**config.mk**
```make
export PLATFORM = sky130hd
export DESIGN_NAME = sal_ctrl
export DESIGN_NICKNAME = d
export VERILOG_FILES = /design/src/sv/sal_pkg.sv /design/src/sv/sal_ctrl.sv
export SDC_FILE = /design/constraint.sdc
export NUM_CORES = 1
export LEC_CHECK = 0
export BUFFER_PORTS_ARGS = -buffer_cell sky130_fd_sc_hd__buf_2
export CORE_ASPECT_RATIO = 1.2
export CORE_UTILIZATION = 59
export CTS_CLUSTER_SIZE = 8
export DETAILED_ROUTE_END_ITERATION = 12
export PLACE_DENSITY = 0.83
export SLEW_MARGIN = 10
export SYNTH_ARGS = -nofsm -noshare
export SYNTH_HDL_FRONTEND = slang
export SYNTH_SLANG_ARGS = --single-unit
export TNS_END_PERCENT = 100
```
**constraint.sdc**
```tcl
create_clock -name clk -period 4.4 [get_ports clk]
set_clock_uncertainty 0.2 [all_clocks]
set_input_delay 0.44 -clock clk [delete_from_list [all_inputs] [get_ports clk]]
set_output_delay 0.44 -clock clk [all_outputs]
set_load 0.02 [all_outputs]
```
**src/sv/sal_pkg.sv**
```systemverilog
// Shared types, codes and constants of the suffix array and LCP builder.
package sal_pkg;

	localparam int MAX_LEN_DEF = 4096;
	localparam logic [8:0] ALPHA_RESET = 9'd32;
	localparam logic [8:0] ALPHA_CAP = 9'd256;

	typedef logic [1:0]  func_t;
	typedef logic [7:0]  sym_t;
	typedef logic [12:0] rank_t;
	typedef logic [1:0]  kind_t;
	typedef logic [11:0] pos_t;
	typedef logic [12:0] len_t;
	typedef logic [8:0]  alpha_t;

	localparam func_t FUNC_LOAD  = 2'd0;
	localparam func_t FUNC_READ  = 2'd1;
	localparam func_t FUNC_CLEAR = 2'd2;

	localparam kind_t KIND_DONE  = 2'd0;
	localparam kind_t KIND_READ  = 2'd1;
	localparam kind_t KIND_ERROR = 2'd2;

	typedef enum logic [2:0] {
		DEC_LOAD,
		DEC_BUILD,
		DEC_READ,
		DEC_CLEAR,
		DEC_ERR
	} dec_t;

	typedef enum logic [5:0] {
		S_IDLE, S_RD_ADDR, S_RD_CAP, S_EMIT,
		S_B_INIT, S_CP_RD, S_CP_WR,
		S_BP_CLR, S_BP_CA, S_BP_CB, S_BP_CC, S_BP_CD,
		S_PF_A, S_PF_B,
		S_PL_A, S_PL_B, S_PL_C, S_PL_D,
		S_DT_SET, S_DT, S_DS_A, S_DS_B,
		S_SWAP, S_RK_S, S_RK_Y1, S_RK_Y2, S_RK_W, S_CHK,
		S_KA_A, S_KA_B,
		S_KB_R, S_KB_J, S_KB_J2, S_KB_T1, S_KB_T2, S_KB_T3, S_KB_WR,
		S_DONE
	} state_t;

	typedef enum logic [5:0] {
		C_IDLE, C_RD_ADDR, C_RD_CAP, C_EMIT,
		C_B_INIT, C_CP_RD, C_CP_WR,
		C_BP_CLR, C_BP_CA, C_BP_CB, C_BP_CC, C_BP_CD,
		C_PF_A, C_PF_B,
		C_PL_A, C_PL_B, C_PL_C, C_PL_D,
		C_DT_SET, C_DT, C_DS_A, C_DS_B,
		C_SWAP, C_RK_S, C_RK_Y1, C_RK_Y2, C_RK_W, C_CHK,
		C_KA_A, C_KA_B,
		C_KB_R, C_KB_J, C_KB_J2, C_KB_T1, C_KB_T2, C_KB_T3, C_KB_WR,
		C_DONE
	} cmd_t;

	typedef struct packed {
		logic fire;
		dec_t dec;
		logic last_it;
		logic slot_free;
		logic cmp_go;
		logic t_eq;
		logic brk;
	} status_t;

endpackage

```
**src/sv/sal_ctrl.sv**
```systemverilog
// Sequencer for load, read, build (prefix doubling) and LCP passes.
module sal_ctrl (
	input  logic             clk,
	input  logic             arst_n,
	input  sal_pkg::status_t st,
	output sal_pkg::cmd_t    cmd
);
	import sal_pkg::*;

	state_t state_q, state_d;
	logic   first_q;

	always_ff @(posedge clk or negedge arst_n) begin
		if (!arst_n) begin
			state_q <= S_IDLE;
			first_q <= 1'b0;
		end else begin
			state_q <= state_d;
			if (state_q == S_B_INIT) begin
				first_q <= 1'b1;
			end else if (state_q == S_DT_SET) begin
				first_q <= 1'b0;
			end
		end
	end

	always_comb begin
		state_d = state_q;
		case (state_q)
			S_IDLE: begin
				if (st.fire) begin
					case (st.dec)
						DEC_LOAD:  state_d = S_IDLE;
						DEC_CLEAR: state_d = S_IDLE;
						DEC_BUILD: state_d = S_B_INIT;
						DEC_READ:  state_d = S_RD_ADDR;
						default:   state_d = S_EMIT;
					endcase
				end
			end
			S_RD_ADDR: state_d = S_RD_CAP;
			S_RD_CAP:  state_d = S_EMIT;
			S_EMIT:    state_d = st.slot_free ? S_IDLE : S_EMIT;
			S_B_INIT:  state_d = S_CP_RD;
			S_CP_RD:   state_d = S_CP_WR;
			S_CP_WR:   state_d = st.last_it ? S_BP_CLR : S_CP_RD;
			S_BP_CLR:  state_d = st.last_it ? S_BP_CA : S_BP_CLR;
			S_BP_CA:   state_d = S_BP_CB;
			S_BP_CB:   state_d = S_BP_CC;
			S_BP_CC:   state_d = S_BP_CD;
			S_BP_CD:   state_d = st.last_it ? S_PF_A : S_BP_CA;
			S_PF_A:    state_d = S_PF_B;
			S_PF_B:    state_d = st.last_it ? S_PL_A : S_PF_A;
			S_PL_A:    state_d = S_PL_B;
			S_PL_B:    state_d = S_PL_C;
			S_PL_C:    state_d = S_PL_D;
			S_PL_D: begin
				if (st.last_it) begin
					state_d = first_q ? S_DT_SET : S_SWAP;
				end else begin
					state_d = S_PL_A;
				end
			end
			S_DT_SET:  state_d = S_DT;
			S_DT:      state_d = st.last_it ? S_DS_A : S_DT;
			S_DS_A:    state_d = S_DS_B;
			S_DS_B:    state_d = st.last_it ? S_BP_CLR : S_DS_A;
			S_SWAP:    state_d = S_RK_S;
			S_RK_S:    state_d = S_RK_Y1;
			S_RK_Y1:   state_d = S_RK_Y2;
			S_RK_Y2:   state_d = S_RK_W;
			S_RK_W:    state_d = st.last_it ? S_CHK : S_RK_S;
			S_CHK:     state_d = st.brk ? S_KA_A : S_DT_SET;
			S_KA_A:    state_d = S_KA_B;
			S_KA_B:    state_d = st.last_it ? S_KB_R : S_KA_A;
			S_KB_R:    state_d = S_KB_J;
			S_KB_J:    state_d = S_KB_J2;
			S_KB_J2:   state_d = S_KB_T1;
			S_KB_T1:   state_d = st.cmp_go ? S_KB_T2 : S_KB_WR;
			S_KB_T2:   state_d = S_KB_T3;
			S_KB_T3:   state_d = st.t_eq ? S_KB_T1 : S_KB_WR;
			S_KB_WR:   state_d = st.last_it ? S_DONE : S_KB_R;
			S_DONE:    state_d = S_EMIT;
			default:   state_d = S_IDLE;
		endcase
	end

	always_comb begin
		case (state_q)
			S_IDLE:    cmd = C_IDLE;
			S_RD_ADDR: cmd = C_RD_ADDR;
			S_RD_CAP:  cmd = C_RD_CAP;
			S_EMIT:    cmd = C_EMIT;
			S_B_INIT:  cmd = C_B_INIT;
			S_CP_RD:   cmd = C_CP_RD;
			S_CP_WR:   cmd = C_CP_WR;
			S_BP_CLR:  cmd = C_BP_CLR;
			S_BP_CA:   cmd = C_BP_CA;
			S_BP_CB:   cmd = C_BP_CB;
			S_BP_CC:   cmd = C_BP_CC;
			S_BP_CD:   cmd = C_BP_CD;
			S_PF_A:    cmd = C_PF_A;
			S_PF_B:    cmd = C_PF_B;
			S_PL_A:    cmd = C_PL_A;
			S_PL_B:    cmd = C_PL_B;
			S_PL_C:    cmd = C_PL_C;
			S_PL_D:    cmd = C_PL_D;
			S_DT_SET:  cmd = C_DT_SET;
			S_DT:      cmd = C_DT;
			S_DS_A:    cmd = C_DS_A;
			S_DS_B:    cmd = C_DS_B;
			S_SWAP:    cmd = C_SWAP;
			S_RK_S:    cmd = C_RK_S;
			S_RK_Y1:   cmd = C_RK_Y1;
			S_RK_Y2:   cmd = C_RK_Y2;
			S_RK_W:    cmd = C_RK_W;
			S_CHK:     cmd = C_CHK;
			S_KA_A:    cmd = C_KA_A;
			S_KA_B:    cmd = C_KA_B;
			S_KB_R:    cmd = C_KB_R;
			S_KB_J:    cmd = C_KB_J;
			S_KB_J2:   cmd = C_KB_J2;
			S_KB_T1:   cmd = C_KB_T1;
			S_KB_T2:   cmd = C_KB_T2;
			S_KB_T3:   cmd = C_KB_T3;
			S_KB_WR:   cmd = C_KB_WR;
			S_DONE:    cmd = C_DONE;
			default:   cmd = C_IDLE;
		endcase
	end
endmodule

```
==> results by group, run 1 <==
Timing
  • Final Hold Fails: 0
  • Setup TNS: 0 ps
  • Slew margin rel.: 0.416
  • Final period util: 0.556
  • RSZ-0062 raised after global routing: false
  • Tightest Pin Transition: 877 ps
  • Slew Limit Fails: 0
  • Fmax achieved: 409 MHz
  • Final worst path period need: 2450 ps
  • Finish-stage setup viols: 0
  • Final worst-path setup slack: 1950 ps

Logic synthesis
  • Avg Cell Area, Syn: 7.33 um^2
  • Netlist cell types: 51
  • Synth Area in Adders: 0
  • Compound-Gate Fraction of Synth Area: 0.343
  • Most used DFF post-synth: dfrtp_1
  • Fraction of the mapped netlist area in simple logic gates: 0.343
  • Syn_nets: around 140
  • Synth Cell Area: 975 um^2
  • Multiplexer share of the synthesized area: 0.0205
  • Largest family of logic cells by synthesized area: compound AO/OA/AOI/OAI gates
  • Asr flop ratio synth: 1.00
  • Post-synth EDFFs: 0
  • Synth Instances: 133
  • Yosys reg bits: 7
  • Area share of xor/xnor cells in the synthesized design: 0.0180
  • Proportion of synthesized chip area in sequential cells: 0.180
  • Yosys warning count: 0

Routing
  • First DRT Iteration DRCs: 68
  • ANT nets after route: 0
  • Vias: 1,065
  • Total wire length: 2460 um
  • Wire per inst: 15.4 um
  • Vias per inst: 6.70
  • 1st-pass router iterations: 4
  • Drt drc: 0

Worst setup path
  • Crit start category: register
  • Data arrival, critical path: 1810 ps
  • Crit Path Category: register to output port
  • CP Capture Type: output port
  • Worst Reg-to-Reg Cells: 5
  • R2R Path Start: state_q[2]$_DFFE_PN0P_
  • Crit-path max FO: 31
  • Reg2reg setup slack: 2210 ps
  • FF-to-FF End: state_q[4]$_DFFE_PN0P_
  • CP required: 3760 ps

Finish
  • Final Instance Area: 1030 um^2
  • Nets: 154
  • Layout cells sized above 1: 0.190
  • Fill count: 121
  • Synth-to-layout area growth: 5.65%
  • Antenna Cells: 0

Placement
  • RD Place Congestion: around 0.87
  • Detailed Place HPWL: 1690 um
  • Area after DPL: 993 um^2
  • Pre-CTS setup slack: 2240 ps
  • PortBufs: 16

Global route
  • Total grt overflow: 0
  • GRT Total Usage: 0.308
  • Initial antenna violation count: 0
  • Number of global-route vias before repair: 841
  • Global-route wire length before repair: 3900 um
  • Largest net degree at the start of global routing: 32

Clocking
  • Clock root buffer: clkbuf_4
  • Total CTS buffers: 3
  • Clock sinks: 7
  • Post-CTS setup buffers: 0
  • Clk_lat worst skew: 250 ps
  • Maximum root-to-sink buffer count: 2
  • CTS H-tree lvls: 1
  • Clk slew on worst S/H paths: 50 ps
  • Post-CTS Resized: 0
  • CTS tree: done

Die
  • I/O pin total: 17
  • Starting Density: 0.657
  • Row count: 15
  • Die width: 39.1 um
  • Area of the die: 1820 um^2
  • Die H: 46.5 um
  • Core Box Area: 1480 um^2

Hold path
  • Worst Hold End: first_q$_DFFE_PN0P_
  • Hold depth: 2
  • HP Start: first_q$_DFFE_PN0P_
  • Worst hold path type: register to register

Job
  • Maxcap violations: 0

Power and ir drop
  • Lkg Pwr: 0.453 nW
  • Power per cell area: 626 nW/um^2
  • IR drop worst, VDD: 382 uV

Outcome
  • Outcome: finished clean
## sequential cells by signal, summed over array words and instances, names as in the netlist
name     count
state_q      6
first_q      1
## power by group
| group | switching, mW | internal [mW] | total [mW] |
|---|---|---|---|
| registers | 0.115 | 0.0859 | 0.201 |
| clock network | 0.0222 | 0.0345 | 0.0568 |
| logic | 0.213 | 0.174 | 0.387 |
| total | 0.350 | 0.295 | 0.645 |
## synth_stat cells, drive strengths merged, types with 3 or more instances
cell / n / area share
buf: 12 / 0.085
nand2: 21 / 0.081
dfrtp: 7 / 0.18
nor2: 11 / 0.045
o21ai: 6 / 0.031
inv: 3 / 0.012
a21oi: 8 / 0.041
a22oi: 3 / 0.023
a31oi: 4 / 0.026
nor2b: 4 / 0.026
nand2b: 8 / 0.054
a21boi: 3 / 0.023
and2: 3 / 0.022
o22ai: 3 / 0.019
## cell type report
| class | instances | area, um^2 | area share |
|---|---|---|---|
| well taps | 17 | 21.3 | 0.0207 |
| flip-flops and latches | 7 | 175 | 0.170 |
| clock buffers | 4 | 26.3 | 0.0255 |
| inverters | 3 | 11.3 | 0.0109 |
| multi-input cells | 111 | 706 | 0.685 |
| repair buffers | 17 | 90.1 | 0.0875 |
## timing repair
action                     CTS  global route
setup endpoints to repair    0             0
hold buffers                 1             0
hold endpoints to repair     7             0
## placed cells by master, fill, tap and decap left out, types with 3 or more instances in the layout
cell type and instances:
a31oi_1 4, clkbuf_4 3, o21ai_0 5, nand2_1 21
dfrtp_1 7, nand2b_1 7, a21oi_1 8, a22oi_1 3
nor2b_1 4, a21boi_0 3, o22ai_1 3, buf_2 16
nor2_1 10
## critical path, stage by stage, from the launching register on
cell and delay [ps]:
dfrtp_1 700, or3_1 500, a21boi_0 170, buf_2 180
## worst max-delay path by stage
stage,from,to,slack [ps]
finish,state_q[2]$_DFFE_PN0P_,cmd[1],1950
CTS,state_q[2]$_DFFE_PN0P_,cmd[1],1960
global placement,state_q[2]$_DFFE_PN0P_,cmd[1],2280
global route,state_q[2]$_DFFE_PN0P_,cmd[1],1790
detailed placement,state_q[2]$_DFFE_PN0P_,cmd[1],2240
floorplan,state_q[2]$_DFFE_PN0P_,cmd[1],2370
## metal layers
layer / part of all wire / up-vias / GRT usage / wire (um)
met5: 0 / - / 0 / 0
met4: 0.012 / 0 / 0.0414 / 30
met3: 0.10 / 4 / 0.0676 / 253
met2: 0.47 / 68 / 0.467 / 1150
met1: 0.42 / 482 / 0.452 / 1030
li1: - / 511 / - / -
## metrics by stage
step,power (mW),util,hold slack (ps),std cells
floorplan,0.514,-,-55.6,133
detailed placement,0.575,0.670,74.1,154
CTS,0.636,0.695,320,159
global route,0.696,0.695,347,159
global placement,0.569,0.670,70.7,154
finish,0.645,0.695,316,159
## cell families after synthesis
logic type             after synthesis
XOR/XNOR                             2
AND/OR/NAND/NOR                     62
AO/OA/AOI/OAI                       45
flip-flops                           7
multiplexers                         2
buffers and inverters               15
(Power assumes the default switching activity.)
==> run 2: changes to the inputs <==
CORE_UTILIZATION = 50   (was 59)
PLACE_DENSITY = 0.75   (was 0.83)
clock period = 2.2 ns   (was 4.4 ns; I/O delays follow)
==> run 2 against run 1 <==
Net effect:
- non-clock buffer count up 7
- highest routed layer unchanged
- setup slack lost 1900 ps
- final cell count increased by 5.7%
- critical endpoint unchanged
==> results by group, run 2 (synthesis results as in run 1) <==
Routing
  • Drt drc: 0 (unchanged)
  • ANT nets after route: 0 (unchanged)
  • Vias: 1,105 (+3.8%)
  • Vias per inst: 6.58 (-1.8%)
  • 1st-pass router iterations: 4 (unchanged)
  • WL met1: 1030 um (+0.78%)
  • Total wire length: 2740 um (+12%)
  • Met2 routed WL: 1370 um (+20%)
  • First DRT Iteration DRCs: 55 (-19%)
  • Wire per inst: 16.3 um (+5.7%)
  • Metal3 WL: 248 um (-2.0%)
  • Top Layer Used: met4

Timing
  • RSZ-0062 raised after global routing: false
  • Setup TNS: 0 ps (unchanged)
  • Final worst path period need: between 2000 and 2500 ps
  • Slew margin rel.: 0.662 (+0.246)
  • Final Hold Fails: 0 (unchanged)
  • Tightest Pin Transition: 502 ps (-375 ps)
  • Finish-stage setup viols: 0 (unchanged)
  • Fmax achieved: 470 MHz
  • Final period util: 0.968
  • Slew Limit Fails: 0 (unchanged)

Finish
  • Commonest cells after routing, fill and taps aside: 21 x nand2_1, 16 x buf_2, 10 x nor2_1
  • Sequential Area: 175 um^2 (unchanged)
  • Final Instance Area: 1080 um^2 (+5.3%)
  • Fill count: 172 (+42%)
  • Biggest register: state_q
  • Antenna Cells: 0 (unchanged)
  • Synth-to-layout area growth: 11.3%
  • Number of flip-flops in the largest register: 6 (unchanged)
  • Top flop regs: state_q: 6 flops, first_q: 1 flops
  • Most common cell after layout, fill and taps aside: nand2_1
  • Layout cells sized above 1: 0.228 (+0.0380)
  • Non-filler cells, final: 168 (+5.7%)
  • Nets: 161 (+4.5%)
  • Area of the multi-input gates: 706 um^2 (unchanged)

Global route
  • Global-route wire length before repair: 4560 um (+17%)
  • Initial antenna violation count: 0 (unchanged)
  • GRT Total Usage: 0.274 (-0.0331)
  • Number of global-route vias before repair: 1,041 (+24%)
  • Total grt overflow: 0 (unchanged)
  • Largest net degree at the start of global routing: 16 (-50%)

Worst setup path
  • Data arrival, critical path: 1710 ps (-100 ps)
  • Crit start category: register
  • CP Capture Type: output port
  • Crit Path Category: register to output port
  • Crit-path max FO: 13 (-58%)
  • CP required: 1780 ps (-1980 ps)

Die
  • Starting Density: 0.533 (-0.125)
  • Die H: 50.4 um (+8.3%)
  • Core Box Area: 1830 um^2 (+23%)
  • Die width: 42.3 um (+8.2%)
  • Area of the die: 2130 um^2 (+17%)
  • I/O pin total: 17 (unchanged)
  • Row count: 17 (+2)

Power and ir drop
  • Power per cell area: 1260 nW/um^2 (+100%)
  • Power share of the clock group: 0.086 (-0.002)
  • P_int: 0.641 mW (+120%)
  • P_sw: 0.722 mW (+110%)
  • Sw frac: 0.530 (-0.0136)
  • Lkg Pwr: 0.490 nW (+8.0%)
  • IR drop worst, VDD: 508 uV (+33%)
  • Flop pwr share: 0.241 (-0.071)
  • Part of the power in combinational logic: 0.673 (+0.073)

Clocking
  • Clock root buffer: clkbuf_4
  • Clk slew on worst S/H paths: 50 ps (about the same)
  • CTS H-tree lvls: 1 (unchanged)
  • Post-CTS Resized: 0 (unchanged)
  • Clock sinks: 7 (unchanged)
  • Clk_lat worst skew: 250 ps (about the same)
  • Maximum root-to-sink buffer count: 2 (unchanged)
  • Post-CTS setup buffers: 0 (unchanged)
  • Total CTS buffers: 3 (unchanged)
  • CTS tree: done
  • Hold_buf cts: 1 (unchanged)

Outcome
  • Outcome: finished clean

Placement
  • PortBufs: 16 (unchanged)
  • Inst Count DP: 163 (+5.8%)
  • RD Place Congestion: 1.07 (+23%)
  • Area after DPL: 1050 um^2 (+5.5%)
  • Detailed Place HPWL: 2080 um (+23%)

Job
  • Maxcap violations: 0 (unchanged)

Hold path
  • Worst hold path type: input port to asynchronous set/reset pin
## run 2: cell types whose count changed in the layout (fill, tap and decap cells not counted)
cell | before | now
buf_4 | 0 | 7
## run 2: path summary, 6_finish.rpt
path                       slack (ps)                    from                      to  cells past startpoint
setup / recovery                   70  state_q[2]$_DFFE_PN0P_                  cmd[1]                      4
hold / removal                    130                  arst_n     first_q$_DFFE_PN0P_                      2
setup reg to reg                  250  state_q[1]$_DFFE_PN0P_  state_q[2]$_DFFE_PN0P_                      4
hold reg to reg                   310     first_q$_DFFE_PN0P_     first_q$_DFFE_PN0P_                      2
max in group asynchronous        1510                  arst_n  state_q[4]$_DFFE_PN0P_                      2
min in group clk                  140                   st[8]  state_q[0]$_DFFE_PN0P_                      3
## run 2: final cells by class
class                   instances  share of cell area
inverters                       3              0.0104
flip-flops and latches          7               0.161
clock buffers                   4              0.0242
well taps                      19              0.0219
multi-input cells             111               0.651
repair buffers                 24               0.131
## run 2: worst max-delay path: stages (launching register included)
cell,delay [ps]
dfrtp_1,510
buf_4,240
or3_1,360
a21boi_0,170
buf_2,180
## run 2: power groups by stage
stage | logic, mW | registers (mW) | clock network [mW]
6_report | 0.916 | 0.329 | 0.117
3_3_place_gp | 0.896 | 0.322 | 0
4_1_cts | 0.899 | 0.322 | 0.119
2_1_floorplan | 0.818 | 0.210 | 0
3_5_place_dp | 0.896 | 0.326 | 0
5_1_grt | 1.00 | 0.344 | 0.127
## run 2: stage by stage
stage | worst slack (ps) | hold WS (ps) | util | power, mW
global placement | 311 | -146 | 0.573 | 1.22
detailed placement | 282 | -141 | 0.573 | 1.22
CTS | 79.7 | 125 | 0.593 | 1.34
floorplan | 394 | -276 | - | 1.03
global route | 1.02 | 138 | 0.593 | 1.47
finish | 70.6 | 134 | 0.593 | 1.36
## run 2: routing by layer
layer	up-vias	track usage
met4	0	0.172
met1	491	0.350
li1	526	-
met3	10	0.0180
met5	-	0
met2	78	0.446
